==> src/hw/rtl/cur_pkg.sv <==
// shared types, codes and constants for the chunked update receiver
// no dependencies; imported by every module of the block
`default_nettype none

package cur_pkg;

  // largest chunk the receiver takes, in bytes
  localparam int unsigned MAX_CHUNK = 256;
  localparam int unsigned CHUNK_W   = $clog2(MAX_CHUNK + 1);

  localparam logic [31:0] CRC_ONES = 32'hFFFF_FFFF;
  localparam logic [31:0] CRC_POLY = 32'hEDB8_8320;

  typedef enum logic [2:0] {
    KIND_NONE         = 3'd0,
    KIND_START        = 3'd1,
    KIND_DATA_START   = 3'd2,
    KIND_CHUNK_HEADER = 3'd3,
    KIND_CHUNK_BYTE   = 3'd4,
    KIND_END          = 3'd5,
    KIND_ABORT        = 3'd6,
    KIND_UNKNOWN      = 3'd7
  } kind_t;

  typedef enum logic [1:0] {
    PHASE_IDLE = 2'd0,
    PHASE_PREP = 2'd1,
    PHASE_MBOX = 2'd2,
    PHASE_DONE = 2'd3
  } phase_t;

  typedef enum logic [2:0] {
    STATUS_IDLE  = 3'd0,
    STATUS_READY = 3'd1,
    STATUS_BUSY  = 3'd2,
    STATUS_ERROR = 3'd3,
    STATUS_DONE  = 3'd4
  } status_t;

  typedef enum logic [3:0] {
    CAUSE_NONE          = 4'd0,
    CAUSE_ZERO_SIZE     = 4'd1,
    CAUSE_BEGIN_FAIL    = 4'd2,
    CAUSE_WRONG_STATE   = 4'd3,
    CAUSE_MAILBOX_FAIL  = 4'd4,
    CAUSE_BAD_CHUNK     = 4'd5,
    CAUSE_NO_MESSAGE    = 4'd6,
    CAUSE_LEN_MISMATCH  = 4'd7,
    CAUSE_CRC_MISMATCH  = 4'd8,
    CAUSE_WRITE_FAIL    = 4'd9,
    CAUSE_TOTAL_MISMATCH = 4'd10,
    CAUSE_END_FAIL      = 4'd11
  } cause_t;

  // one command word as held in the input register
  typedef struct packed {
    logic [2:0]  kind;
    logic [31:0] total_size;
    logic        begin_ok;
    logic        mailbox_ok;
    logic [31:0] chunk_size;
    logic [31:0] expected_crc;
    logic        message_present;
    logic [7:0]  data_byte;
    logic        last_byte;
    logic        flash_ok;
  } item_t;

  // one result word
  typedef struct packed {
    logic        written;
    status_t     status;
    logic        in_progress;
    cause_t      cause;
    logic [31:0] bytes_received;
    logic [31:0] chunks_accepted;
  } result_t;

  // receiver state
  typedef struct packed {
    phase_t              phase;
    logic [31:0]         total_size_held;
    logic [31:0]         received_count;
    logic [31:0]         chunk_count;
    logic [31:0]         running_crc;
    logic [CHUNK_W-1:0]  chunk_length_held;
    logic [31:0]         crc_target;
    logic [CHUNK_W-1:0]  byte_counter;
  } state_t;

  localparam state_t STATE_RESET = '{
    phase:             PHASE_IDLE,
    total_size_held:   32'd0,
    received_count:    32'd0,
    chunk_count:       32'd0,
    running_crc:       CRC_ONES,
    chunk_length_held: '0,
    crc_target:        32'd0,
    byte_counter:      '0
  };

endpackage

`default_nettype wire

==> src/hw/rtl/cur_crc_byte.sv <==
// byte-wide reflected crc-32 update, eight bit steps unrolled
// uses cur_pkg for the polynomial
`default_nettype none

module cur_crc_byte
  import cur_pkg::*;
(
  input  wire logic [31:0] crc_in,
  input  wire logic [7:0]  data_in,
  output logic      [31:0] crc_out
);

  // shift out eight bits, folding in the polynomial on a set lsb
  always_comb begin
    logic [31:0] c;
    c = crc_in ^ {24'd0, data_in};
    for (int i = 0; i < 8; i++) begin
      if (c[0]) begin
        c = (c >> 1) ^ CRC_POLY;
      end else begin
        c = c >> 1;
      end
    end
    crc_out = c;
  end

endmodule

`default_nettype wire

==> src/hw/rtl/cur_core.sv <==
// command decode, checks and state registers of the update receiver
// uses cur_pkg and cur_crc_byte
`default_nettype none

module cur_core
  import cur_pkg::*;
(
  input  wire logic    clk,
  input  wire logic    rst,
  input  wire item_t   item,
  input  wire logic    fire,
  output result_t      res
);

  state_t      st;
  state_t      st_next;
  logic [31:0] crc_new;
  logic [CHUNK_W-1:0] cnt_inc;
  logic        written;
  status_t     stat;
  cause_t      cause;

  cur_crc_byte u_crc (
    .crc_in  (st.running_crc),
    .data_in (item.data_byte),
    .crc_out (crc_new)
  );

  assign cnt_inc = st.byte_counter + CHUNK_W'(1);

  // next state and result for the word in the input register
  always_comb begin
    st_next = st;
    written = 1'b0;
    stat    = STATUS_IDLE;
    cause   = CAUSE_NONE;
    case (kind_t'(item.kind))
      KIND_START: begin
        written = 1'b1;
        if (item.total_size == 32'd0) begin
          cause = CAUSE_ZERO_SIZE;
        end else if (!item.begin_ok) begin
          cause = CAUSE_BEGIN_FAIL;
        end else begin
          st_next.phase             = PHASE_PREP;
          st_next.total_size_held   = item.total_size;
          st_next.received_count    = 32'd0;
          st_next.chunk_count       = 32'd0;
          st_next.chunk_length_held = '0;
          st_next.byte_counter      = '0;
          st_next.running_crc       = CRC_ONES;
          stat = STATUS_READY;
        end
      end
      KIND_DATA_START: begin
        written = 1'b1;
        if (st.phase != PHASE_PREP) begin
          cause = CAUSE_WRONG_STATE;
        end else if (!item.mailbox_ok) begin
          cause = CAUSE_MAILBOX_FAIL;
        end else begin
          st_next.phase = PHASE_MBOX;
          stat = STATUS_READY;
        end
      end
      KIND_CHUNK_HEADER: begin
        if (st.phase != PHASE_MBOX) begin
          cause = CAUSE_WRONG_STATE;
        end else begin
          written = 1'b1;
          if (item.chunk_size == 32'd0 || item.chunk_size > 32'(MAX_CHUNK)) begin
            cause = CAUSE_BAD_CHUNK;
          end else if (!item.mailbox_ok) begin
            cause = CAUSE_MAILBOX_FAIL;
          end else if (!item.message_present) begin
            cause = CAUSE_NO_MESSAGE;
          end else begin
            st_next.chunk_length_held = CHUNK_W'(item.chunk_size);
            st_next.crc_target        = item.expected_crc;
            st_next.byte_counter      = '0;
            st_next.running_crc       = CRC_ONES;
            stat = STATUS_BUSY;
          end
        end
      end
      KIND_CHUNK_BYTE: begin
        if (st.phase != PHASE_MBOX || st.chunk_length_held == '0) begin
          cause = CAUSE_WRONG_STATE;
        end else begin
          st_next.byte_counter = cnt_inc;
          st_next.running_crc  = crc_new;
          if (cnt_inc > st.chunk_length_held) begin
            written = 1'b1;
            cause   = CAUSE_LEN_MISMATCH;
          end else if (item.last_byte) begin
            written = 1'b1;
            if (cnt_inc != st.chunk_length_held) begin
              cause = CAUSE_LEN_MISMATCH;
            end else if ((crc_new ^ CRC_ONES) != st.crc_target) begin
              cause = CAUSE_CRC_MISMATCH;
            end else if (!item.flash_ok) begin
              cause = CAUSE_WRITE_FAIL;
            end else begin
              st_next.received_count = st.received_count
                + {{(32 - CHUNK_W){1'b0}}, st.chunk_length_held};
              st_next.chunk_count       = st.chunk_count + 32'd1;
              st_next.chunk_length_held = '0;
              st_next.byte_counter      = '0;
              st_next.running_crc       = CRC_ONES;
              stat = STATUS_READY;
            end
          end
        end
      end
      KIND_END: begin
        if (st.phase != PHASE_MBOX && st.phase != PHASE_PREP) begin
          cause = CAUSE_WRONG_STATE;
        end else begin
          written = 1'b1;
          st_next.chunk_length_held = '0;
          st_next.byte_counter      = '0;
          st_next.running_crc       = CRC_ONES;
          if (st.received_count != st.total_size_held) begin
            cause = CAUSE_TOTAL_MISMATCH;
          end else if (!item.flash_ok) begin
            cause = CAUSE_END_FAIL;
          end else begin
            st_next.phase = PHASE_DONE;
            stat = STATUS_DONE;
          end
        end
      end
      KIND_ABORT: begin
        st_next = STATE_RESET;
        written = 1'b1;
        stat    = STATUS_IDLE;
      end
      default: begin
      end
    endcase

    // any reported failure drops the whole session
    if (written && cause != CAUSE_NONE) begin
      st_next = STATE_RESET;
      stat    = STATUS_ERROR;
    end
  end

  // state registers, updated as each word moves to the result register
  always_ff @(posedge clk) begin
    if (rst) begin
      st <= STATE_RESET;
    end else if (fire) begin
      st <= st_next;
    end
  end

  // result word
  always_comb begin
    res.written         = written;
    res.status          = written ? stat : STATUS_IDLE;
    res.in_progress     = (st_next.phase != PHASE_IDLE);
    res.cause           = cause;
    res.bytes_received  = st_next.received_count;
    res.chunks_accepted = st_next.chunk_count;
  end

endmodule

`default_nettype wire

==> src/hw/rtl/chunked_update_receiver_crc32_top.sv <==
// path: input register, then the core's crc and checks, then the result register
// throughput: one word per cycle unless stalled; crc and checks sit in one stage
// stalls: ready drops only when both registers are full and out_ready is low
// reset: synchronous rst empties both registers, sets phase idle, counts to
// zero and the running crc to all ones
// top level of the update receiver; uses cur_pkg and cur_core
`default_nettype none

module chunked_update_receiver_crc32_top
  import cur_pkg::*;
(
  input  wire logic        clk,
  input  wire logic        rst,
  input  wire logic        in_valid,
  output logic             in_ready,
  input  wire logic [2:0]  kind,
  input  wire logic [31:0] total_size,
  input  wire logic        begin_ok,
  input  wire logic        mailbox_ok,
  input  wire logic [31:0] chunk_size,
  input  wire logic [31:0] expected_crc,
  input  wire logic        message_present,
  input  wire logic [7:0]  data_byte,
  input  wire logic        last_byte,
  input  wire logic        flash_ok,
  output logic             out_valid,
  input  wire logic        out_ready,
  output logic             status_written,
  output logic [2:0]       status,
  output logic             in_progress,
  output logic [3:0]       error_cause,
  output logic [31:0]      bytes_received,
  output logic [31:0]      chunks_accepted
);

  item_t   item;
  logic    item_valid;
  logic    out_free;
  logic    fire;
  result_t res;

  assign out_free = !out_valid || out_ready;
  assign in_ready = !item_valid || out_free;
  assign fire     = item_valid && out_free;

  // valid bits of the input and result registers
  always_ff @(posedge clk) begin
    if (rst) begin
      item_valid <= 1'b0;
      out_valid  <= 1'b0;
    end else begin
      if (in_ready) begin
        item_valid <= in_valid;
      end
      if (out_free) begin
        out_valid <= item_valid;
      end
    end
  end

  // input register
  always_ff @(posedge clk) begin
    if (in_valid && in_ready) begin
      item <= '{
        kind:            kind,
        total_size:      total_size,
        begin_ok:        begin_ok,
        mailbox_ok:      mailbox_ok,
        chunk_size:      chunk_size,
        expected_crc:    expected_crc,
        message_present: message_present,
        data_byte:       data_byte,
        last_byte:       last_byte,
        flash_ok:        flash_ok
      };
    end
  end

  cur_core u_core (
    .clk  (clk),
    .rst  (rst),
    .item (item),
    .fire (fire),
    .res  (res)
  );

  // result register
  always_ff @(posedge clk) begin
    if (fire) begin
      status_written  <= res.written;
      status          <= res.status;
      in_progress     <= res.in_progress;
      error_cause     <= res.cause;
      bytes_received  <= res.bytes_received;
      chunks_accepted <= res.chunks_accepted;
    end
  end

endmodule

`default_nettype wire

==> config.mk <==
export PLATFORM = sky130hd
export DESIGN_NAME = chunked_update_receiver_crc32_top
export DESIGN_NICKNAME = d
export VERILOG_FILES = /design/src/hw/rtl/cur_pkg.sv /design/src/hw/rtl/cur_crc_byte.sv /design/src/hw/rtl/cur_core.sv /design/src/hw/rtl/chunked_update_receiver_crc32_top.sv
export SDC_FILE = /design/constraint.sdc
export NUM_CORES = 1
export LEC_CHECK = 0
export BUFFER_PORTS_ARGS = -buffer_cell sky130_fd_sc_hd__buf_2
export CAP_MARGIN = 20
export CORE_ASPECT_RATIO = 0.6
export CORE_MARGIN = 5
export CORE_UTILIZATION = 50
export DETAILED_ROUTE_END_ITERATION = 7
export GPL_ROUTABILITY_DRIVEN = 0
export PLACE_DENSITY = 0.7
export SETUP_SLACK_MARGIN = 0.15
export SYNTH_ARGS = -nofsm -noshare
export SYNTH_HDL_FRONTEND = slang
export SYNTH_HIERARCHICAL = 1
export SYNTH_SLANG_ARGS = --single-unit
==> constraint.sdc <==
create_clock -name clk -period 4.9 [get_ports clk]
set_clock_uncertainty 0.2 [all_clocks]
set_input_delay 0.98 -clock clk [delete_from_list [all_inputs] [get_ports clk]]
set_output_delay 0.98 -clock clk [all_outputs]
set_load 0.05 [all_outputs]
======== Yosys cells after proc, flatten, opt, wreduce, memory -nomap -nowiden ========
Index checks and enable logic that the tools add are counted.
cells by class
  muxes and demuxes ....................... 85
  order comparisons ....................... 2
  add/sub/neg operators ................... 3
  equal/unequal tests ..................... 24
  reductions and logical operators ........ 24
  bitwise gates (word level) .............. 11
operator list
  operator                                                                          count
  105-bit two-way mux                                                               6
  82-bit two-way mux                                                                4
  139-bit two-way mux                                                               2
  32-bit two-way mux                                                                8
  41-bit one-hot mux with 5 select lines                                            1
  64-bit one-hot mux with 3 select lines                                            1
  180-bit two-way mux                                                               1
  32-bit one-hot mux with 2 select lines                                            2
  13-bit NOT with 14-bit output                                                     8
  9-bit two-way mux                                                                 9
  32-bit logical NOT                                                                2
  32-bit != test                                                                    2
  3-bit two-way mux                                                                 17
  9-bit one-hot mux with 5 select lines                                             1
  4-bit two-way mux                                                                 11
  41-bit two-way mux                                                                1
  32-bit by 1-bit adder with 32-bit output, second input constant                   1
  32-bit by 9-bit adder with 32-bit output                                          1
  32-bit by 9-bit greater-than comparator with 1-bit output, second input constant  1
  32-bit NOT                                                                        1
  32-bit by 8-bit XOR with 32-bit output                                            1
  3-bit != test, second input constant                                              8
  4-bit one-hot mux with 5 select lines                                             1
  2-bit two-way mux                                                                 9
  28 further kinds                                                                  50
word-level totals
  input bits .............................. 116
  word-level logic and storage cells ...... 176
  register bits ........................... 367

======== Longest topological paths before layout ========
Gate-level depths: netlist (run 1).
  depth after elaboration ................. 29
  gate-level depth with buffers ........... 17
  depth with buffers taken out ............ 14

======== Hierarchy ========
The synthesis (run 1) kept the hierarchy.
modules (own cells, without submodules)
  module                             cells each  area an instance (µm²)  seq. area each (µm²)  times used
  cur_core                           1328        10824.1                 3603.5                1
  chunked_update_receiver_crc32_top  195         5659.2                  5595.4                1
  cur_crc_byte                       64          954.7                   0.0                   1

======== Least setup slack after synthesis (run 1) ========
OpenSTA, ideal clock, no wires.
  path type ............................... register to register
  start point ............................. register, netlist name item[5]
  end point ............................... register chunks_accepted[11], data pin
  required time ........................... 4.449 ns
  arrival ................................. 4.029 ns
  cell stages (with the launch flop) ...... 14
  path buffers ............................ 1
  setup slack ............................. 0.420 ns
  clock period less this slack ............ 4.480 ns
  library setup time ...................... 0.251 ns
  cell sequence ........................... edfxtp_1 xnor2_4 xnor3_2 xor3_1 xor2_1 nand4_1 nor4_1 nand4_1 nor4_1 a31oi_1 o21ai_0 o31ai_1 nor2b_1 buf_4
RTL lines
  element               line                                     RTL
  end signal, assigned  chunked_update_receiver_crc32_top.sv:95  chunks_accepted <= res.chunks_accepted;
  end, declared         chunked_update_receiver_crc32_top.sv:33  output logic [31:0] chunks_accepted

==> results of run 1 <==
[cell usage in the layout, fill, tap and decap left out, drive strengths merged, types with 13 or more instances in the layout]
master and count:
buf 252, nor3 21, nor2 86, edfxtp 185, xor2 45, nand3 39, a21o 14, ha 22
nor4 29, nand4 36, a22oi 13, xnor2 81, a21oi 84, a2bb2oi 34, o21ai 118, inv 42
and3 21, a22o 85, clkbuf 50, dfxtp 182, nor2b 17, o22ai 16, nand2 90, a31oi 22
[layout make-up]
cell class                 instances  area (sq um)
tap                              467           584
fill                            2835         14400
multi-input combinational       1022          7490
inverter                          38           143
clock buffer                      48          1070
sequential                       367          9210
clock inverter                    18           208
timing repair buffer             254          1620
[metrics by stage]
stage	setup WS (ns)	area [sq um]	TNS (ns)	hold slack, ns	util, %
final	0.157	20300	0	0.259	58.6
after global routing	0.0917	20300	0	0.272	58.6
after CTS	0.158	19900	0	0.259	57.3
after detailed placement	-0.119	18500	-3.67	0.251	53.5
after global placement	0.00680	18500	0	0.245	53.5
after floorplan	0.420	17400	0	0.242	-
[synthesized netlist by cell type (all sizes together), types with 4 or more instances]
library cell,count
a31oi,22
a22o,85
dfxtp,182
a22oi,13
buf,96
a21oi,84
a2bb2oi,34
o31ai,10
edfxtp,185
a41oi,4
nand4,36
and2,11
xnor3,12
clkbuf,65
nor4,29
a311oi,4
or2,5
or3,7
a21o,14
nor2b,17
nand2,90
o21ai,118
ha,22
nor3,21
xor2,45
nand3,39
and4,4
nand3b,6
xor3,6
a31o,5
nor2,86
a211oi,11
nand2b,10
and3,21
inv,38
xnor2,81
o31a,9
o22ai,16
[layer usage]
layer  share of wire (%)  global-route usage, %
met5               0.014                      0
met4                 1.8                   4.47
met3                  13                   7.46
met2                  39                   32.1
met1                  45                   38.8
[state kept, by name, indices dropped and copies added, names as in the netlist]
name / flops
item: 112
u_core/st: 180
item_valid: 1
out_valid: 1
chunks_accepted: 32
error_cause: 4
status_written: 1
bytes_received: 32
status: 3
in_progress: 1
[worst max path at each step]
| stage | startpoint | cells past startpoint | slack (ns) | to |
|---|---|---|---|---|
| finish | item[3] | 15 | 0.16 | u_core/st[148] |
| global route | item[3] | 15 | 0.09 | u_core/st[147] |
| CTS | u_core/st[1] | 16 | 0.16 | u_core/st[146] |
| detailed placement | u_core/st[0] | 16 | -0.12 | u_core/st[170] |
| global placement | u_core/st[0] | 16 | 0.007 | u_core/st[146] |
| floorplan | item[5] | 13 | 0.42 | chunks_accepted[11] |
[repair_timing]
action	4_1_cts	5_1_grt
gates cloned	0	4
setup buffers	1	15
endpoints found under the setup margin	163	177
pin swaps	2	21
gates resized for setup	8	36
[logic make-up (layout without fill, tap and decap cells)]
kind of cell | after synthesis | in the layout | synth area share [%]
xor+xnor | 144 | 144 | 9.52
simple gates | 392 | 392 | 11.7
compound gates | 457 | 458 | 18.0
buf+inv | 199 | 358 | 6.00
mux | 5 | 5 | 0.309
fa+ha+maj | 23 | 23 | 1.69
flops | 367 | 367 | 52.8
[power groups by stage]
stage | Combinational [mW] | Clock [mW] | Sequential (mW)
floorplan | 0.412 | 0 | 3.53
global placement | 0.744 | 0 | 3.44
detailed placement | 0.754 | 0 | 3.44
CTS | 0.760 | 3.02 | 3.38
global route | 0.871 | 3.16 | 3.38
finish | 0.833 | 2.97 | 3.38
==> impl_metrics.env, run 1 <==
export IMPL_status="finished clean"
export IMPL_cp_top_family="simple AND/OR/NAND/NOR gates"
export IMPL_drt_iter0_drc=1953
export IMPL_worstSkewPairLatency_ns=0.53
export IMPL_cts_root_buffer="clkbuf_16"
export IMPL_clk_path_buf_depth=3
export IMPL_ir_drop_v=0.000226
export IMPL_timing_rr_start="item[3]"
export IMPL_synth_fp_nets=1726
export IMPL_crit_fanout=17
export IMPL_grt_usage_pct=24.2
export IMPL_wl_microns=49800
export IMPL_place_hpwl_microns=34800
export IMPL_antenna_found_initial=2
export IMPL_ys_types=87
export IMPL_ant_nets=0
export IMPL_ys_top_cells_by_area="edfxtp_1 32%, dfxtp_1 21%, a22o_1 4.3%"
export IMPL_worst_path_buf_inv=3
export IMPL_drive_above_1_share_pct=22.6
export IMPL_hold_path_startpoint="item[15]"
export IMPL_grt_max_degree=62
export IMPL_synth_area_per_cell_sq_um=11.0
export IMPL_clkTransAtPathRegs_ns=0.07
export IMPL_pwr_share_comb_pct=11.6
export IMPL_start_kind="flop"
export IMPL_max_cap_viol_count=0
export IMPL_cp_data_required_time_ns=5.18
export IMPL_coreArea_sq_mm=0.0347
export IMPL_drc=0
export IMPL_port_buffers=190
export IMPL_fp_row_count=53
export IMPL_dieArea_sq_mm=0.0388
export IMPL_synth_edf_count=185
export IMPL_ys_flop_type="edfxtp_1"
export IMPL_synth_top_area_share_pct=31.9
export IMPL_h_tree_depth=2
export IMPL_grt_first_pass_wirelength_microns=73700
export IMPL_dieWidth_microns=251
export IMPL_r2r_cells=15
export IMPL_path_cells="xnor2_2 -> xnor2_4 -> inv_2 -> xnor3_1 -> xor2_1 -> nand4_1 -> nor4_2 -> a21oi_1 -> or3_4 -> o41a_4 -> buf_12 -> or2_4 -> nor2_4 -> clkbuf_16 -> a22o_1"
export IMPL_hp_class="flop to flop"
export IMPL_initial_core_util_pct=50.3
export IMPL_diodes=0
export IMPL_sw_frac_of_total_pct=24.9
export IMPL_worst_slew_pin_slew_ns=1.06
export IMPL_slew_headroom_pct=28.8
export IMPL_max_freq_mhz=211
export IMPL_cp_arrival_ns=5.02
export IMPL_ios=191
export IMPL_power_density_mw_per_mm2=353
export IMPL_cts_buffers_inserted=36
export IMPL_vias_per_cell=6.11
export IMPL_switchingPower_mw=1.79
export IMPL_rsz0062_at_grt="no"
export IMPL_wl_per_cell_microns=22.5
export IMPL_syn_area_sq_mm=0.0174
export IMPL_overflow=0
export IMPL_worstHoldEndpoint="u_core/st[13]"
export IMPL_rrSetupSlack_ns=0.16
export IMPL_period_minus_slack_ns=4.74
export IMPL_power_total_mw=7.18
export IMPL_yosysTopAreaCell="edfxtp_1"
export IMPL_clkPwrFrac_pct=41.4
export IMPL_placedCellCount=2128
export IMPL_ys_async_sr_fraction_pct=0
export IMPL_area_growth_pct=16.5
export IMPL_max_stage_delay_ns=0.57
export IMPL_timing_rr_end="u_core/st[148]"
export IMPL_die_h_microns=155
export IMPL_clkSinkCount=367
export IMPL_hold_depth=1
export IMPL_ys_seq_elements=367
export IMPL_grt_pass1_vias=12450
export IMPL_yosysWarnings=6
export IMPL_cts_tree="yes"
export IMPL_final_period_utilization_pct=96.8
export IMPL_instances_no_fill=2214
export IMPL_crit_slowest_cell="o41a_4"
export IMPL_synth_cells=1587
export IMPL_cts_hold_buffers=0
export IMPL_fin_nets=1858
export IMPL_setup_violations=0
export IMPL_drv_slew=0
export IMPL_critical_path_class="flop to flop"
export IMPL_firstDrtPassIters=6
export IMPL_leakage_nw=7.69
export IMPL_seqPwrFrac_pct=47.0
export IMPL_p_int_mw=5.39
export IMPL_seq_area_frac_synth_pct=52.8
export IMPL_finalHoldViolations=0
export IMPL_via_count=13535
export IMPL_end_kind="flop"
(Power assumes the default switching activity.)
==> inputs of run 2 (changes only) <==
--- a/config.mk
+++ b/config.mk
@@ -5,14 +5,13 @@
 export SDC_FILE = /design/constraint.sdc
 export NUM_CORES = 1
 export LEC_CHECK = 0
-export BUFFER_PORTS_ARGS = -buffer_cell sky130_fd_sc_hd__buf_2
 export CAP_MARGIN = 20
 export CORE_ASPECT_RATIO = 0.6
 export CORE_MARGIN = 5
 export CORE_UTILIZATION = 50
 export DETAILED_ROUTE_END_ITERATION = 7
+export DONT_BUFFER_PORTS = 1
 export GPL_ROUTABILITY_DRIVEN = 0
-export PLACE_DENSITY = 0.7
 export SETUP_SLACK_MARGIN = 0.15
 export SYNTH_ARGS = -nofsm -noshare
 export SYNTH_HDL_FRONTEND = slang
==> run 2 against run 1 <==
Power decreased by 6.3%; non-clock buffer count shrank 190; register-to-register slack improved by 0.12 ns; cell area down 6.4%; largest power group unchanged.
==> impl_metrics.env, run 2 (synthesized netlist as in run 1, its figures left out) <==
export IMPL_status="finished clean"
export IMPL_final_setup_tns_ns=0
export IMPL_cts_hold_buffers=0
export IMPL_max_stage_delay_ns=0.59
export IMPL_wl_microns=48900
export IMPL_hold_slack_ns=0.265
export IMPL_initial_core_util_pct=50.3
export IMPL_worstSkewPairLatency_ns=0.53
export IMPL_finalHoldViolations=0
export IMPL_dieArea_sq_mm=0.0388
export IMPL_drc=0
export IMPL_cts_buffers_inserted=36
export IMPL_max_cap_viol_count=0
export IMPL_cp_data_required_time_ns=4.96
export IMPL_grt_max_degree=45
export IMPL_placedCellCount=1943
export IMPL_fin_nets=1667
export IMPL_cp_top_family="simple AND/OR/NAND/NOR gates"
export IMPL_cts_root_buffer="clkbuf_16"
export IMPL_reg_largest_list="u_core/st x180, item x112"
export IMPL_worst_path_buf_inv=1
export IMPL_clk_path_buf_depth=3
export IMPL_dpl_cell_area_sq_mm=0.0176
export IMPL_power_total_mw=6.73
export IMPL_cts_tree="yes"
export IMPL_largest_reg_flops=180
export IMPL_port_buffers=0
export IMPL_slew_headroom_pct=39.0
export IMPL_max_freq_mhz=216
export IMPL_fp_row_count=53
export IMPL_period_minus_slack_ns=4.63
export IMPL_multi_input_area_sq_mm=0.00737
export IMPL_ant_nets=0
export IMPL_ir_drop_v=0.000262
export IMPL_final_cell_mix="185 x edfxtp_1, 180 x dfxtp_1, 112 x o21ai_0, 90 x nand2_1, 85 x a22o_1"
export IMPL_cp_arrival_ns=4.69
export IMPL_final_period_utilization_pct=94.4
export IMPL_vias_per_cell=6.20
export IMPL_via_count=12543
export IMPL_drv_slew=0
export IMPL_antenna_found_initial=1
export IMPL_ios=191
export IMPL_coreArea_sq_mm=0.0347
export IMPL_place_hpwl_microns=34900
export IMPL_diodes=0
export IMPL_dieWidth_microns=251
export IMPL_worst_slew_pin_slew_ns=0.908
export IMPL_power_density_mw_per_mm2=354
export IMPL_instances_no_fill=2023
export IMPL_seq_area_sq_mm=0.00920
export IMPL_end_kind="flop"
export IMPL_firstDrtPassIters=6
export IMPL_overflow=0
export IMPL_leakage_nw=6.81
export IMPL_die_h_microns=155
export IMPL_drt_iter0_drc=1328
export IMPL_area_growth_pct=9.03
export IMPL_setup_violations=0
export IMPL_wl_per_cell_microns=24.2
export IMPL_path_cells="ha_2 -> and3_2 -> nand3_1 -> xnor2_2 -> ha_1 -> and4_1 -> and4b_1 -> a211oi_4 -> a31oi_1 -> or3_1 -> o41a_4 -> buf_12 -> or4_1"
export IMPL_grt_usage_pct=23.9
export IMPL_clkSinkCount=367
export IMPL_crit_slowest_cell="o41a_4"
export IMPL_critical_path_class="flop to flop"
export IMPL_drive_above_1_share_pct=11.3
export IMPL_layout_commonest_cell="edfxtp_1"
export IMPL_start_kind="flop"
export IMPL_grt_first_pass_wirelength_microns=71900
export IMPL_crit_fanout=39
export IMPL_rsz0062_at_grt="no"
export IMPL_clkTransAtPathRegs_ns=0.06
export IMPL_largest_register="u_core/st"
export IMPL_design_area_sq_mm=0.0190
export IMPL_grt_pass1_vias=11387
export IMPL_hp_class="flop to flop"
export IMPL_h_tree_depth=2
export IMPL_n_fill_cell=2954
run 2: through the flow:
stage | util [%] | worst slack, ns
3_5_place_dp | 50.9 | 0.0657
4_1_cts | 54.1 | 0.172
6_report | 54.8 | 0.274
5_1_grt | 54.8 | 0.149
2_1_floorplan | - | 0.420
3_3_place_gp | 50.9 | 0.163
run 2: layer usage:
layer | vias up | wire [microns] | global-route usage, %
met5 | - | 13 | 0
met3 | 55 | 5480 | 7.24
met2 | 638 | 18700 | 30.3
met4 | 2 | 623 | 4.18
met1 | 6119 | 24100 | 39.6
li1 | 5729 | - | -
run 2: area by class of cell:
| class | instances | area share [%] |
|---|---|---|
| tap | 467 | 3.07 |
| clock buffer | 55 | 5.44 |
| multi-input combinational | 1021 | 38.7 |
| sequential | 367 | 48.4 |
| timing repair buffer | 64 | 3.26 |
| clock inverter | 11 | 0.336 |
| inverter | 38 | 0.750 |
run 2: repair_timing:
item,in CTS,in global routing
setup buffers,0,11
pin swaps,0,9
setup endpoints to repair,75,155
gates resized for setup,3,16
gates cloned,0,3
run 2: report_power, final:
part | total, mW | leakage, nW | switching (mW) | internal [mW]
logic | 0.620 | 3.06 | 0.379 | 0.240
registers | 3.49 | 3.23 | 0.162 | 3.33
clock network | 2.62 | 0.531 | 1.16 | 1.46
total | 6.73 | 6.81 | 1.70 | 5.03
run 2: path summary, 6_finish.rpt:
check	from	end	slack, ns	cells past startpoint
setup reg to reg	u_core/st[1]	status[0]	0.27	13
hold reg to reg	item[31]	u_core/st[29]	0.26	1
setup / recovery	u_core/st[1]	status[0]	0.27	13
hold / removal	item[31]	u_core/st[29]	0.26	1
